<file path="src/ksm_pkg.sv">
// shared types and constants for the key sequence mapper
// no dependencies
package ksm_pkg;

  localparam int ENTRIES_DEF    = 32;
  localparam int SOURCE_LEN_DEF = 8;
  localparam int TARGET_LEN_DEF = 16;
  localparam int MAX_RESULTS    = 16;
  localparam int EMIT_W         = $clog2(MAX_RESULTS + 1);
  localparam logic [7:0] SPACE_CODE = 8'h20;

  localparam logic [1:0] REQ_KEY   = 2'd0;
  localparam logic [1:0] REQ_BYTE  = 2'd1;
  localparam logic [1:0] REQ_LEN   = 2'd2;
  localparam logic [1:0] REQ_COUNT = 2'd3;

  typedef enum logic [2:0] {
    OP_NOP,
    OP_KEY,
    OP_WR_SRC,
    OP_WR_TGT,
    OP_LEN_SRC,
    OP_LEN_TGT,
    OP_COUNT
  } op_t;

  typedef struct packed {
    op_t        op;
    logic [7:0] key;
    logic       printable;
    logic [4:0] slot;
    logic [3:0] pos;
    logic [4:0] len;
    logic [5:0] count;
  } cmd_t;

  typedef struct packed {
    logic [7:0] out_byte;
    logic       from_map;
    logic       last;
  } res_t;

endpackage

</file>
<file path="src/ksm_front.sv">
// front end: decodes request items into commands, range checks and saturates
// depends on ksm_pkg
module ksm_front #(
  parameter int ENTRIES    = 32,
  parameter int SOURCE_LEN = 8,
  parameter int TARGET_LEN = 16
) (
  input  logic        [1:0] req_type,
  input  logic        [7:0] key,
  input  logic        [4:0] slot,
  input  logic              side,
  input  logic        [3:0] position,
  input  logic        [4:0] length,
  input  logic        [5:0] entry_count,
  output ksm_pkg::cmd_t     cmd
);
  import ksm_pkg::*;

  logic slot_ok;
  logic pos_ok;

  assign slot_ok = (int'(slot) < ENTRIES);
  assign pos_ok  = side ? (int'(position) < TARGET_LEN) : (int'(position) < SOURCE_LEN);

  always_comb begin
    cmd.key       = key;
    cmd.printable = (key >= SPACE_CODE);
    cmd.slot      = slot;
    cmd.pos       = position;
    cmd.len       = length;
    cmd.count     = entry_count;
    cmd.op        = OP_NOP;
    unique case (req_type)
      REQ_KEY: cmd.op = OP_KEY;
      REQ_BYTE: begin
        if (slot_ok && pos_ok) begin
          cmd.op = side ? OP_WR_TGT : OP_WR_SRC;
        end
      end
      REQ_LEN: begin
        if (slot_ok) begin
          cmd.op = side ? OP_LEN_TGT : OP_LEN_SRC;
        end
        if (!side && int'(length) > SOURCE_LEN) begin
          cmd.len = 5'(SOURCE_LEN);
        end
        if (side && int'(length) > TARGET_LEN) begin
          cmd.len = 5'(TARGET_LEN);
        end
      end
      REQ_COUNT: begin
        cmd.op = OP_COUNT;
        if (int'(entry_count) > ENTRIES) begin
          cmd.count = 6'(ENTRIES);
        end
      end
      default: cmd.op = OP_NOP;
    endcase
  end

endmodule

</file>
<file path="config.mk">
export PLATFORM = sky130hd
export DESIGN_NAME = ksm_front
export DESIGN_NICKNAME = d
export VERILOG_FILES = /design/src/ksm_pkg.sv /design/src/ksm_front.sv
export SDC_FILE = /design/constraint.sdc
export NUM_CORES = 1
export LEC_CHECK = 0
export BUFFER_PORTS_ARGS = -buffer_cell sky130_fd_sc_hd__buf_2
export CELL_PAD_IN_SITES_DETAIL_PLACEMENT = 1
export CELL_PAD_IN_SITES_GLOBAL_PLACEMENT = 2
export CORE_MARGIN = 2
export CORE_UTILIZATION = 10
export DETAILED_ROUTE_END_ITERATION = 12
export PLACE_DENSITY = 0.95
export SLEW_MARGIN = 40
export SYNTH_ARGS = -nofsm -noshare
export SYNTH_HDL_FRONTEND = slang
export SYNTH_SLANG_ARGS = --single-unit
</file>
<file path="constraint.sdc">
create_clock -name vclk -period 0.8
set_input_delay 0.08 -clock vclk [all_inputs]
set_output_delay 0.08 -clock vclk [all_outputs]
set_load 0.02 [all_outputs]
</file>
* Word level (Yosys, flattened, before mapping)
Index checks and enable logic that the tools add are counted.
** Word-level totals
- Flip-flop bits (word level) :: 0
** Cells by class
- Magnitude comparators :: 5
- Eq/ne operators :: 3
- Muxes and demuxes :: 10
- Reductions and logical operators :: 4
** Operators by type and width (count)
- 5-bit 2-to-1 mux :: 3
- 6-bit 2-to-1 mux :: 2
- 3-bit one-hot mux with 4 select lines :: 1
- 8-bit by 6-bit >= comparator with 1-bit output (second input constant) :: 1
- 6-bit greater-than comparator (second input constant) :: 1
- 5-bit by 4-bit greater-than comparator with 1-bit output (second input constant) :: 1
- 5-bit greater-than comparator (second input constant) :: 1
- 2-bit == test (second input constant) :: 2
- 4-bit less-than comparator (second input constant) :: 1
- 1-bit 2-to-1 mux :: 3
- 2-bit by 1-bit == test with 1-bit output (second input constant) :: 1
- 1-bit logical AND :: 2
- 2-bit logical NOT :: 1
- 2-bit 2-to-1 mux :: 1
- 1-bit logical NOT :: 1

* Depth between registers and ports, before layout
- Depth in word-level cells :: 5
- Depth in mapped cells :: 3

* Worst setup path after synthesis
Ideal clock, no wire load.
- Kind :: input-to-output
- From :: input port req_type[1]
- To :: output port cmd[9] in the netlist's numbering
- Data arrival time :: 662 ps
- Data required time :: 720 ps
- Setup slack :: 58 ps
- Stages on the path :: 3
- Path buffers :: 0
- Cells stage by stage :: nor2b_4 > a21oi_1 > a31oi_1
** RTL lines
- start: declaration :: line ksm_front.sv:8 : input logic [1:0] req_type,
- end: declaration :: line ksm_front.sv:15 : output ksm_pkg::cmd_t cmd

==> impl_metrics.toml <==
[global_route]
grt_pass1_vias = 355
antenna_found_initial = 0
grt_max_degree = 6
grt_pass1_wl_mm = 1.51
grt_overflow = 0
track_usage_pct = 5.75

[synthesis]
yosys_warnings = 0
ys_seq_area_share_pct = 0
syn_inst = 40
synthDistinctLibCells = 14
mappedNetlistArea_um2 = 273
synth.largest_area_cell = "buf_4"
syn_area_per_cell_um2 = 6.82
ys_top_cells_by_area = "buf_4, and2_1, nor2b_4"
synth_nets = 71
yosysTopAreaCellShare_pct = 46.8

[place]
pre_cts_slack_ns = -0.0697
dpl.cell_count = 90
io_buffer_count = 37
gp_congestion = 0.772

[drt]
drc_errors = 0
drt-total-wl_mm = 1.03
drtAntennaViolNets = 0
wl_per_cell_um = 11.3
highest_layer = "met4"
via_count = 340
first_pass_iters = 2
drt-initial-drc-count = 3
wl_met2_um = 519
met3_length_um = 169
wl_met1_um = 304
vias_per_cell = 3.74

[floorplan]
rows = 18
initial_core_util_pct = 10.8
die_area_mm2 = 0.00316
fp.dieH_um = 56.2
core_area_mm2 = 0.00252
dieWidth_um = 56.2
pin_count = 63

[min_path]
worstHoldEndpoint = "cmd[16]"
hold_depth = 0
hp-class = "in -> out"
min-delay-start = "slot[1]"

[sta]
hold_viol_final = 0
relSlewSlack_pct = 88.3
fin_crit_ns = 0.834
fin_tns_setup_ns = -0.0476
setup_viol = 4
worst_pin_slew_ns = 0.174
fin_ws_ns = -0.0338
post-route-period-util_pct = 104
slew_violations = 0
max_freq_ghz = 1.20
rsz0062_at_grt = "true"

[outcome]
status = "complete, but fails checks"
violations = "setup timing"

[layout]
fin_nets = 94
area.sequential_um2 = 0
utilization_pct = 18.5
stdcell_count = 91
design.seq.count = 0
insertedDiodeCount = 0
clockBufferCount = 0
area.growth.synth_to_final_pct = 71.1
drive_above_1_share_pct = 80.3

[worst_setup_path]
critPathSlowestCell = "buf_4"
cp_top_family = "buffers and inverters"
critPathMaxFanout = 5
crit_path_max_incr_delay_ns = 0.18
worstPathRequired_ns = 0.72
startpoint_type = "primary input"
cp_cell_sequence = "buf_8 -> nor2b_4 -> a21oi_2 -> a31oi_1 -> buf_4"
cp.arrival_ns = 0.75
crit_buf_inv = 2
endpoint_kind = "primary output"
critPathKind = "in -> out"

[power]
ir_drop_v = 0.000161
powerDensity_mw_per_mm2 = 673
cellLeakagePower_nw = 0.248

[clock_network]
ctsHoldBuffers = 0

[job]
cap_viol_max_count = 0
[cell usage in the layout (no fill, tap or decap)]
master   instances
buf_2           27
and2_1           6
buf_4            6
buf_6            5
nor2b_4          2
and2_4           2
inv_1            2
a21oi_2          2
buf_8            2
o21ai_2          1
maj3_2           1
nand3_1          1
nor2_1           1
a31oi_1          1
or3_4            1
o31a_1           1
[through the flow]
step                total power (W)  area, µm²  hold slack [ns]
global route               0.000335        467            0.160
CTS                        0.000291        430            0.160
finish                     0.000314        467            0.160
floorplan                  0.000242        273            0.273
detailed placement         0.000255        375            0.160
global placement           0.000248        375            0.160
[Yosys cell counts]
cell and n:
buf_4 17, a21oi_1 2, a31oi_1 1, nand3_1 1, and2_1 8, nor2b_4 1, o31a_1 1, inv_1 2
clkbuf_1 2, nor2b_1 1, o21ai_2 1, maj3_2 1, or3_1 1, nor2_1 1
[logic make-up after synthesis]
group | after synthesis | synth area share [%]
AO/OA/AOI/OAI | 5 | 12.4
adder cells (fa/ha/maj) | 1 | 4.13
buffers and inverters | 21 | 52.3
AND/OR/NAND/NOR | 13 | 31.2
[worst max-delay path by stage]
| stage | from | to | slack (ns) | cells past startpoint |
|---|---|---|---|---|
| finish | req_type[1] | cmd[9] | -0.03 | 5 |
| global route | req_type[1] | cmd[9] | -0.08 | 5 |
| CTS | length[3] | cmd[6] | 0.0003 | 5 |
| detailed placement | req_type[0] | cmd[29] | -0.07 | 4 |
| global placement | req_type[1] | cmd[9] | -0.06 | 5 |
| floorplan | req_type[1] | cmd[9] | 0.06 | 3 |
[timing repair]
item | 4_1_cts | 5_1_grt
buffers inserted | 0 | 1
resized for setup | 16 | 9
pin swaps | 4 | 4
endpoints found under the setup margin | 10 | 12
endpoints found under the hold margin | 0 | 0
[layer usage]
| metal | vias up | track usage (%) |
|---|---|---|
| met5 | - | 0 |
| met4 | 0 | 2.72 |
| met3 | 8 | 0.930 |
| met2 | 38 | 11.6 |
| met1 | 142 | 5.49 |
| li1 | 152 | - |
[area by class of cell]
| class | instances | area, µm² |
|---|---|---|
| Fill cell | 306 | 2060 |
| Timing Repair Buffer | 40 | 267 |
| Multi-Input combinational cell | 19 | 155 |
| Tap cell | 30 | 37.5 |
| Inverter | 2 | 7.51 |
[where the power goes]
part | internal [W] | switching, W
Clock | 0 | 0
Sequential | 0 | 0
Combinational | 0.000155 | 0.000159
Power figures use the tool's default switching activity.
