==> config.mk <==
export PLATFORM = sky130hd
export DESIGN_NAME = ksm_fifo
export DESIGN_NICKNAME = d
export VERILOG_FILES = /design/src/ksm_fifo.sv
export SDC_FILE = /design/constraint.sdc
export NUM_CORES = 1
export LEC_CHECK = 0
export BUFFER_PORTS_ARGS = -buffer_cell sky130_fd_sc_hd__buf_4
export CAP_MARGIN = 20
export CORE_ASPECT_RATIO = 0.75
export CORE_MARGIN = 2
export CORE_UTILIZATION = 40
export CTS_CLUSTER_DIAMETER = 200
export DETAILED_ROUTE_END_ITERATION = 10
export PLACE_DENSITY = 0.67
export SYNTH_ARGS = -nofsm -noshare
export SYNTH_HDL_FRONTEND = slang
export SYNTH_SLANG_ARGS = --single-unit
==> constraint.sdc <==
create_clock -name clk -period 1.8 [get_ports clk]
set_input_delay 0.36 -clock clk [delete_from_list [all_inputs] [get_ports clk]]
set_output_delay 0.36 -clock clk [all_outputs]
set_load 0.02 [all_outputs]
==> src/ksm_fifo.sv <==
// small register queue used between front and back and on the result side
// depends on nothing
module ksm_fifo #(
  parameter int WIDTH = 8,
  parameter int DEPTH = 2
) (
  input  logic             clk,
  input  logic             rst,
  input  logic             push,
  input  logic [WIDTH-1:0] wdata,
  output logic             full,
  input  logic             pop,
  output logic [WIDTH-1:0] rdata,
  output logic             empty
);
  localparam int AW = (DEPTH > 1) ? $clog2(DEPTH) : 1;
  localparam int CW = $clog2(DEPTH + 1);

  logic [WIDTH-1:0] mem [DEPTH];
  logic [AW-1:0]    wptr;
  logic [AW-1:0]    rptr;
  logic [CW-1:0]    count;
  logic             do_push;
  logic             do_pop;

  assign full    = (count == CW'(DEPTH));
  assign empty   = (count == '0);
  assign do_push = push && !full;
  assign do_pop  = pop && !empty;
  assign rdata   = mem[rptr];

  always_ff @(posedge clk) begin
    if (do_push) begin
      mem[wptr] <= wdata;
    end
  end

  always_ff @(posedge clk) begin
    if (rst) begin
      wptr  <= '0;
      rptr  <= '0;
      count <= '0;
    end else begin
      if (do_push) begin
        wptr <= (wptr == AW'(DEPTH - 1)) ? '0 : wptr + 1'b1;
      end
      if (do_pop) begin
        rptr <= (rptr == AW'(DEPTH - 1)) ? '0 : rptr + 1'b1;
      end
      if (do_push && !do_pop) begin
        count <= count + 1'b1;
      end else if (do_pop && !do_push) begin
        count <= count - 1'b1;
      end
    end
  end

endmodule

# Yosys cells after proc, flatten, opt, wreduce, memory -nomap -nowiden
# Memory sizes are Yosys's and may differ from the RTL's. A register that Yosys moved wholly into a read port is not among the register bits.
# Index checks and enable logic that the tools add are counted.
[totals] out_inout_bits=10 reg_bits=4 mem_bits_rw=16 n_memories=1
[classes] eq_ne=1 reduce_logical=10 n_mux=8 n_addsub=4
[mem_list] memory="mem" words=2 width=8 read_ports=1 rd_clocked_by_memory_dff=1 write_ports=1 line_no="19" text="logic [WIDTH-1:0] mem [DEPTH];"
[op_table] operator="1-bit two-way mux" n=6
[op_table] operator="1-bit logical AND" n=4
[op_table] operator="1-bit logical NOT" n=4
[op_table] operator="2-bit two-way mux" n=2
[op_table] operator="1-bit adder, second input constant" n=2
[op_table] operator="2-bit by 1-bit adder with 2-bit output, second input constant" n=1
[op_table] operator="2-bit == test, second input constant" n=1
[op_table] operator="2-bit logical NOT" n=1
[op_table] operator="2-bit nonzero test" n=1
[op_table] operator="2-bit by 1-bit subtractor with 2-bit output, second input constant" n=1

# Longest topological paths before layout
# Gate-level depths: netlist of run 1.
[logic_depth] word_depth=7 mapped_depth=6 depth_no_buf=6

# Least setup slack after synthesis of run 1
# Ideal clock, no wire load.
[synth_timing] kind="flip-flop to flip-flop" from="register count[1]" to="register count[1]" path_slack_ns=0.213 required_time_ns=1.730 path_buffers=0 path_stages_with_launch=6 period_less_slack_ns=1.587 arrival_ns=1.517 setup_ns=0.070 cell_sequence="dfxtp_1 nor2b_2 nor2_1 ha_1 or3_1 a21oi_1"
[synth_between] elab_chain_len=6 word_cells_on_any_way=15
[synth_rtl] item="from (decl)" line_no="22" text="logic [CW-1:0] count;"
[synth_rtl] item="from (signal assigned)" line_no="51" text="count <= count + 1'b1;"
[synth_rtl] item="from (signal assigned)" line_no="53" text="count <= count - 1'b1;"
[synth_rtl] item="2-bit == test (*)" line_no="26" text="assign full = (count == CW'(DEPTH));"
[synth_rtl] item="net full" line_no="11" text="output logic full,"
[synth_rtl] item="1-bit logical NOT (*)" line_no="28" text="assign do_push = push && !full;"
[synth_rtl] item="1-bit logical AND (*)" line_no="28"
[synth_rtl] item="1-bit logical NOT" line_no="52" text="end else if (do_pop && !do_push) begin"
[synth_rtl] item="1-bit logical AND" line_no="52"
[synth_rtl] item="2-bit nonzero test (no line)"
# Mark *: on every way through the listed nets, which the timed path passes. The rest lies on a longest branch. The select of a mux whose other input is x is not followed.
# A chain may end at the register's enable or synchronous reset.

==> results of run 1 <==
[through the flow]
stage	setup WS, ns	cells	cell area [sq um]
finish	0.158	96	1000
global placement	0.292	92	973
floorplan	0.213	50	793
CTS	0.00268	96	1000
detailed placement	0.251	92	973
global route	0.0899	96	1000
[kinds of logic (layout without fill, tap and decap cells)]
kind of cell               count (synthesis)  after routing  synth area share (%)
muxes                                      8              8                  11.4
DFF                                       21             21                  73.2
xor gates and xnor gates                   3              3                  3.31
adders and majority gates                  1              1                  1.58
and+or+nand+nor                            9              9                  5.84
AOI/OAI and AO/OA                          5              5                  3.15
buffers and inverters                      3             27                  1.58
[critical path, delay by kind of cell, from the launching register on]
family | cells | cell delay [ns]
flops | 1 | 0.46
mux | 1 | 0.37
buf+inv | 1 | 0.16
[repair_timing]
action	CTS	global route
endpoints found under the setup margin	0	8
endpoints found under the hold margin	0	0
hold buffers	0	0
resized for setup	0	1
[sequential cells by signal, indices dropped and copies added, names as in the netlist, named ones only]
signal	cells
mem	16
count	2
rptr	1
wptr	1
[Yosys cell counts]
| master | n |
|---|---|
| xor2_1 | 3 |
| inv_1 | 2 |
| a21oi_1 | 2 |
| buf_2 | 1 |
| mux2_2 | 8 |
| o21ai_0 | 3 |
| nor2_1 | 5 |
| ha_1 | 1 |
| and2_1 | 1 |
| dfxtp_1 | 5 |
| nor2b_2 | 1 |
| edfxtp_1 | 16 |
| or3_1 | 2 |
[metal layers]
metal	routed length (um)	track usage (%)	vias up
met5	0	0	-
met1	554	13.4	211
met4	0	2.93	0
li1	-	-	230
met2	625	22.4	13
met3	61	5.56	0
[area by class of cell]
type / count / area share, %
clock buffers: 3 / 2.25
clock inverters: 1 / 0.499
inverters: 2 / 0.749
multi-input cells: 26 / 20.0
flip-flops and latches: 21 / 58.1
well taps: 22 / 2.75
repair buffers: 21 / 15.7
[final timing paths]
| path | to | cells past startpoint | slack, ns |
|---|---|---|---|
| max | rdata[5] | 2 | 0.16 |
| min | register | 2 | 0.24 |
| max reg2reg | count[1]$_SDFFE_PP0P_ | 5 | 0.22 |
| min reg2reg | wptr$_SDFFE_PP0N_ | 2 | 0.49 |
[report_power, final]
group	switching, uW	total [uW]	internal (uW)
Combinational	255	497	242
Clock	134	217	82.7
Sequential	65.0	686	621
Total	454	1400	945
==> impl_results.md, run 1 <==
* Maximum Capacitance Violations at 0
* Post-CTS setup buffers at 0
* Crit path DAT at 1.28 ns
* Syn Inst Count at 50
* Detailed-router iteration count before antenna repair at 2
* Post-DR wirelength/cell at 12.9 um
* Initial DRC count at 6
* Synth top area share at 60.6%
* Via count at 454
* Row count at 13
* CTS Sinks at 21
* GRT overflow at 0
* Pin count of the biggest net entering global routing at 13
* Hold_ws at 0.236 ns
* Crit path capture type: primary output
* Initial antenna violation count at 0
* Worst-path maximum fanout at 8
* CTS tree: yes
* Cell accounting for the most synthesized area: edfxtp_1
* Fin crit period at 1.64 ns
* Worst path cell trace: mux2_2 > buf_4
* Num CTS Buffers at 3
* I/O pins at 22
* Clk buf depth at 2
* Netlist cell types at 13
* Root Driver: clkbuf_4
* Worst Clk Skew at 0.00356 ns
* Initial Util at 43.9%
* RR Startpoint: count[1]$_SDFFE_PP0P_
* Unrepaired setup endpoints after global routing: false
* Final RePlAce weighted congestion at 0.864
* Yosys warns at 0
* Area delta synth->final at 26.3%
* Area of the multi-input gates at 200 sq um
* Slew at the pin with the worst max-slew slack at 0.378 ns
* Die area at 2360 sq um
* Max Transition Viols Final at 0
* Status: complete, no violations
* Die height at 42.6 um
* Latest clock arrival within the worst-skew pair at 0.30 ns
* Maximum vdd drop at 0.862 mV
* Antenna Nets Post-Route at 0
* Leak Pwr at 0.000399 uW
* Most common cell after layout, fill and taps aside: buf_4
* DRC viols at 0
* Worst path slowest cell: dfxtp_2
* Antenna diode count at 0
* Most frequent cells in the layout: buf_4 (21), edfxtp_1 (16), mux2_2 (8)
* Mean Syn Cell Area at 15.9 sq um
* Seq/Total Area, Yosys at 73.2%
* Final Hold Fails at 0
* GRT Util Overall at 12.4%
* Share of layout cells above drive strength 1 at 47.3%
* HP Start: rst
* Vias per cell at 4.73
* Slew HR at 74.8%
* Main area contributors after synthesis: edfxtp_1 (61%), dfxtp_1 (13%), mux2_2 (11%), xor2_1 (3.3%), nor2_1 (2.4%)
* Power density cells at 1400 nW/um^2
* Layout net count at 88
* Worst setup path class: register to primary output
* Worst Setup Start Kind: register
* Layout fillers at 160
* First-pass GRT wire length at 2190 um
* FF+latch area at 582 sq um
* Setup tns final at 0 ns
* Worst min-delay path class: input pin to register
* Reg clk slew, reported paths at 0.11 ns
* Crit path largest cell delay at 0.46 ns
* FF+latch count, synth at 21
* Detailed Route WL at 1240 um
* Synth Cell Area at 793 sq um
* Syn_nets at 63
* Core Region at 1810 sq um
* Hpwl dp at 917 um
* Fmax at 609 MHz
* Util after Layout at 55.5%
* Vias in the first global route at 529
* Total power draw at 1400 uW
* Die Wd at 55.4 um
* Max H-tree Level at 1
* CP required at 1.44 ns
* # port buffers at 21
* Final worst path period share at 91.2%
* Setup Viol. Count Final at 0
(Power assumes the default switching activity.)
==> run 2: changes to the inputs <==
CORE_ASPECT_RATIO = unset   (was 0.75)
CORE_UTILIZATION = 48   (was 40)
GPL_ROUTABILITY_DRIVEN = 0   (was unset)
PLACE_DENSITY = 0.77   (was 0.67)
==> run 2 against run 1 <==
Setup slack better by 0.023 ns. Die area is 15% lower. Via count is 4.8% higher. Worst hold slack better by 0.0040 ns. Non-clock buffer count stayed put. Fmax is 1.4% higher. Wire length is 1.4% higher. Largest power group unchanged.
==> impl_results.md, run 2 (synthesis results as in run 1) <==
* Status: complete, no violations
* Max H-tree Level at 1 (unchanged)
* Num CTS Buffers at 3 (unchanged)
* Placed cell area at 966 sq um (-0.77%)
* Fmax at 618 MHz (+1.4%)
* Final worst path period share at 89.9% (-1.3 points)
* Antenna diode count at 0 (unchanged)
* Worst Clk Skew at 0.00468 ns (+0.00112 ns)
* Sw Ratio at 32.5% (+0.041 points)
* Delay-heaviest family, CP: flip-flops
* Power density cells at 1410 nW/um^2 (+0.84%)
* Share of layout cells above drive strength 1 at 47.3% (unchanged)
* Reg with most FFs: mem
* Detailed Route WL at 1260 um (+1.4%)
* Slew at the pin with the worst max-slew slack at 0.373 ns (-0.00450 ns)
* Total power draw at 1400 uW (about the same)
* Area delta synth->final at 25.4%
* Leak Pwr at 0.000399 uW (unchanged)
* Util after Layout at 65.3% (+9.8 points)
* Detailed-router iteration count before antenna repair at 4 (+2)
* Hpwl dp at 957 um (+4.3%)
* Final WS setup at 0.181 ns (+0.0234 ns)
* Vias per cell at 5.29 (+12%)
* Reg clk slew, reported paths at 0.11 ns (about the same)
* Vias in the first global route at 438 (-17%)
* Max FFs per register at 16 (unchanged)
* Crit path capture type: primary output
* Post-place setup slack at 0.231 ns (-0.0200 ns)
* First-pass GRT wire length at 1810 um (-17%)
* Latest clock arrival within the worst-skew pair at 0.29 ns (about the same)
* Worst path cell trace: mux2_2 > buf_4
* Most frequent cells in the layout: buf_4 (21), edfxtp_1 (16), mux2_2 (8)
* Post-DR wirelength/cell at 14.0 um (+8.1%)
* GRT Util Overall at 13.5% (+1.1 points)
* Crit path DAT at 1.26 ns (-0.02 ns)
* # port buffers at 21 (unchanged)
* CTS tree: yes
* I/O pins at 22 (unchanged)
* Die Wd at 44.7 um (-19%)
* Worst-path maximum fanout at 8 (unchanged)
* Slew HR at 75.1% (+0.30 points)
* GRT overflow at 0 (unchanged)
* Max Transition Viols Final at 0 (unchanged)
* Logic gate share of total power at 35.6% (about the same)
* Worst setup path class: register to primary output
* Core Region at 1520 sq um (-16%)
* Final instance area at 995 sq um (-0.75%)
* Sequential power share at 48.9% (about the same)
* Initial antenna violation count at 0 (unchanged)
* Most common cell after layout, fill and taps aside: buf_4
* Initial DRC count at 11 (+5)
* Maximum vdd drop at 0.913 mV (+5.9%)
* CP required at 1.44 ns (about the same)
* Setup Viol. Count Final at 0 (unchanged)
* Antenna Nets Post-Route at 0 (unchanged)
* Clk buf depth at 2 (unchanged)
* Fin crit period at 1.62 ns (-0.0234 ns)
* Root Driver: clkbuf_4
* Initial Util at 52.1% (+8.1 points)
* Buf/Inv on CP at 1 (unchanged)
* Layout fillers at 117 (-27%)
* Clock share of power at 15.5% (about the same)
* Setup tns final at 0 ns (unchanged)
* Maximum Capacitance Violations at 0 (unchanged)
* Final Hold Fails at 0 (unchanged)
* Pin count of the biggest net entering global routing at 13 (unchanged)
* DRC viols at 0 (unchanged)
* Worst Setup Start Kind: register
* Worst path slowest cell: dfxtp_2
* Top flop regs: mem (16), count (2)
* Unrepaired setup endpoints after global routing: false
* CTS Sinks at 21 (unchanged)
* Via count at 476 (+4.8%)
* Internal cell power at 946 uW (about the same)
* Layout net count at 88 (unchanged)
* Die height at 44.7 um (+4.9%)
* Die area at 1990 sq um (-15%)
* Crit path largest cell delay at 0.45 ns (about the same)
* Row count at 14 (+1)
* NetSw at 455 uW (+0.21%)
* Post-CTS setup buffers at 0 (unchanged)
* Worst min-delay path class: input pin to register
-- run 2: cell counts in the layout (fill, tap and decap cells not counted) --
Identical to the previous run, type by type.
-- run 2: layout make-up --
class / instances / area (sq um) / area share (%)
Sequential cell: 21 / 582 / 58.5
Multi-Input combinational cell: 26 / 200 / 20.1
Timing Repair Buffer: 21 / 158 / 15.8
Clock buffer: 3 / 22.5 / 2.26
Inverter: 2 / 7.51 / 0.755
Clock inverter: 1 / 5.00 / 0.503
Tap cell: 16 / 20.0 / 2.01
-- run 2: timing repair --
| action | in CTS | in global routing |
|---|---|---|
| gates resized for setup | 0 | 1 |
| endpoints found under the setup margin | 0 | 8 |
| hold buffers | 0 | 0 |
-- run 2: path summary, 6_finish.rpt --
path | depth (start not counted) | endpoint | slack (ns) | startpoint
max reg2reg | 4 | count[1]$_SDFFE_PP0P_ | 0.21 | count[0]$_SDFFE_PP0P_
min | 1 | mem[0][1]$_DFFE_PP_ | 0.24 | wdata[1]
min reg2reg | 2 | wptr$_SDFFE_PP0N_ | 0.51 | wptr$_SDFFE_PP0N_
max | 2 | rdata[2] | 0.18 | register
-- run 2: worst register-to-register path, delay by kind of cell, from the launching register on --
kind,cells,cell delay (ns)
AOI/OAI and AO/OA,2,0.45
DFF,1,0.39
and+or+nand+nor,1,0.37
adders and majority gates,1,0.32
-- run 2: layer usage --
metal	global-route usage, %	vias up	wire [um]
met5	0	-	0
met4	11.5	0	35
met3	2.86	4	52
met2	22.9	12	680
met1	14.1	230	489
li1	-	230	-
-- run 2: power groups by stage --
stage	Clock, uW	Combinational (uW)	Sequential [uW]
CTS	221	505	686
detailed placement	0	503	698
global placement	0	493	690
finish	217	498	685
global route	248	535	697
floorplan	0	350	660
-- run 2: through the flow --
stage | std cells | hold slack (ns)
2_1_floorplan | 50 | 0.429
3_3_place_gp | 86 | 0.473
3_5_place_dp | 86 | 0.499
4_1_cts | 90 | 0.233
5_1_grt | 90 | 0.218
6_report | 90 | 0.240
==> run 3: changes to the inputs <==
SETUP_SLACK_MARGIN = 0.4   (was unset)
==> run 3 against run 2 <==
Sequential cell count stayed put. Via count is 1.3% higher. Total power increased by 19%. First-iteration DRC count is 18% lower. Critical path depth unchanged. Design area rose by 14%. Non-clock buffer count rose by 2. Clock skew shrank 0.0011 ns. Sequential power is 6.0% higher. Core utilization rose by 9.1 points. Combinational power grew 47%. Die area did not move.
==> impl_results.md, run 3 (synthesis results as in run 1) <==
* Max Transition Viols Final at 0 (unchanged)
* Crit path capture type: primary output
* Die area at 1990 sq um (unchanged)
* Die height at 44.7 um (unchanged)
* Crit path largest cell delay at 0.45 ns (about the same)
* Worst setup path class: register to primary output
* CP required at 1.44 ns (about the same)
* # port buffers at 21 (unchanged)
* Die Wd at 44.7 um (unchanged)
* Final instance area at 1130 sq um (+14%)
* Worst-path maximum fanout at 8 (unchanged)
* Core Region at 1520 sq um (unchanged)
* Hpwl dp at 898 um (-6.1%)
* Leak Pwr at 0.000453 uW (+14%)
* Setup Viol. Count Final at 0 (unchanged)
* Pin count of the biggest net entering global routing at 12 (-1)
* Most common cell after layout, fill and taps aside: edfxtp_1
* Top flop regs: mem (16), count (2)
* Max FFs per register at 16 (unchanged)
* Final worst path period share at 86.5% (-3.4 points)
* Fin crit period at 1.56 ns (-0.0616 ns)
* FF+latch area at 592 sq um (+1.7%)
* Setup tns final at 0 ns (unchanged)
* Dpl cells at 86 (unchanged)
* Slew at the pin with the worst max-slew slack at 0.380 ns (+0.00659 ns)
* Fmax at 642 MHz (+4.0%)
* GRT Util Overall at 15.5% (+1.9 points)
* Detailed Route WL at 1380 um (+10%)
* Slew HR at 74.7% (-0.44 points)
* Share of layout cells above drive strength 1 at 57.9% (+11 points)
* Initial Util at 52.1% (unchanged)
* CTS Sinks at 21 (unchanged)
* Via count at 482 (+1.3%)
* Post-DR wirelength/cell at 15.0 um (+7.6%)
* Antenna Nets Post-Route at 0 (unchanged)
* Final Hold Fails at 0 (unchanged)
* Worst Clk Skew at 0.00360 ns (-0.00108 ns)
* Antenna diode count at 0 (unchanged)
* GRT overflow at 0 (unchanged)
* Power density cells at 1480 nW/um^2 (+4.8%)
* Vias per cell at 5.24 (-0.94%)
* Most frequent cells in the layout: edfxtp_1 (16), buf_4 (12), buf_6 (11)
* Max H-tree Level at 1 (unchanged)
* Num CTS Buffers at 3 (unchanged)
* Non-Filler Instances at 92 (+2.2%)
* DRC viols at 0 (unchanged)
* Worst path cell trace: mux2_4 > buf_6
* Maximum Capacitance Violations at 0 (unchanged)
* Reg clk slew, reported paths at 0.11 ns (about the same)
* Layout net count at 90 (+2.3%)
* Crit path DAT at 1.20 ns (-0.06 ns)
* Area of the multi-input gates at 274 sq um (+37%)
* Maximum vdd drop at 1.08 mV (+18%)
* Worst path slowest cell: dfxtp_4
* Initial antenna violation count at 0 (unchanged)
* Util after Layout at 74.4% (+9.1 points)
* Placed cell area at 973 sq um (+0.78%)
* Root Driver: clkbuf_4
* Row count at 14 (unchanged)
* CTS tree: yes
* Unrepaired setup endpoints after global routing: true
* Clk buf depth at 2 (unchanged)
* Reg with most FFs: mem
* Buf/Inv on CP at 1 (unchanged)
* Area delta synth->final at 42.9%
* Delay-heaviest family, CP: flip-flops
* Latest clock arrival within the worst-skew pair at 0.29 ns (about the same)
* First-pass GRT wire length at 2040 um (+12%)
* Status: complete, no violations
* Vias in the first global route at 502 (+15%)
* I/O pins at 22 (unchanged)
* Worst min-delay path class: input pin to register
* Worst Setup Start Kind: register
* Hold Buf Count CTS at 0 (unchanged)
* Layout fillers at 97 (-17%)
* Initial DRC count at 9 (-2)
* Detailed-router iteration count before antenna repair at 2 (-2)
## run 3: what timing repair did
item | CTS | global route
endpoints found under the setup margin | 17 | 19
buffers inserted | 1 | 1
pin swaps | 1 | 5
resized for setup | 20 | 12
## run 3: cell type report
cell class	instances	area share, %
clock buffer	4	2.32
multi-input combinational	26	24.2
inverter	2	0.662
timing repair buffer	23	18.9
sequential	21	52.2
tap	16	1.77
## run 3: worst register-to-register path, delay by kind of cell, from the launching register on
kind            cells  cell delay (ns)
compound gates      1             0.13
xor+xnor            1             0.14
fa+ha+maj           1             0.16
flops               1             0.38
simple gates        3             0.57
## run 3: path summary, 6_finish.rpt
| kind | start | endpoint | slack [ns] | cells after the start |
|---|---|---|---|---|
| max | register | rdata[3] | 0.24 | 2 |
| min | wdata[7] | mem[0][7]$_DFFE_PP_ | 0.24 | 1 |
| max reg2reg | count[1]$_SDFFE_PP0P_ | count[1]$_SDFFE_PP0P_ | 0.36 | 6 |
| min reg2reg | wptr$_SDFFE_PP0N_ | wptr$_SDFFE_PP0N_ | 0.50 | 2 |
## run 3: power breakdown
part	leakage, uW	internal (uW)	switching, uW
Sequential	0.000193	636	90.0
Combinational	0.000245	409	321
Clock	0.0000150	86.2	130
Total	0.000453	1130	541
## run 3: per-layer routing
layer | GRT usage (%) | wire (um) | up-vias | share of wire (%)
li1 | - | - | 230 | -
met1 | 14.5 | 497 | 232 | 36
met2 | 27.5 | 774 | 16 | 56
met3 | 5.31 | 76 | 4 | 5.5
met4 | 10.9 | 35 | 0 | 2.5
met5 | 0 | 0 | - | 0
## run 3: per-stage QoR
stage          worst slack [ns]  total power (uW)  hold slack, ns
2_1_floorplan             0.336              1030           0.422
6_report                  0.243              1670           0.243
3_5_place_dp              0.280              1220           0.474
5_1_grt                   0.189              1760           0.221
3_3_place_gp              0.313              1200           0.470
4_1_cts                   0.228              1550           0.235
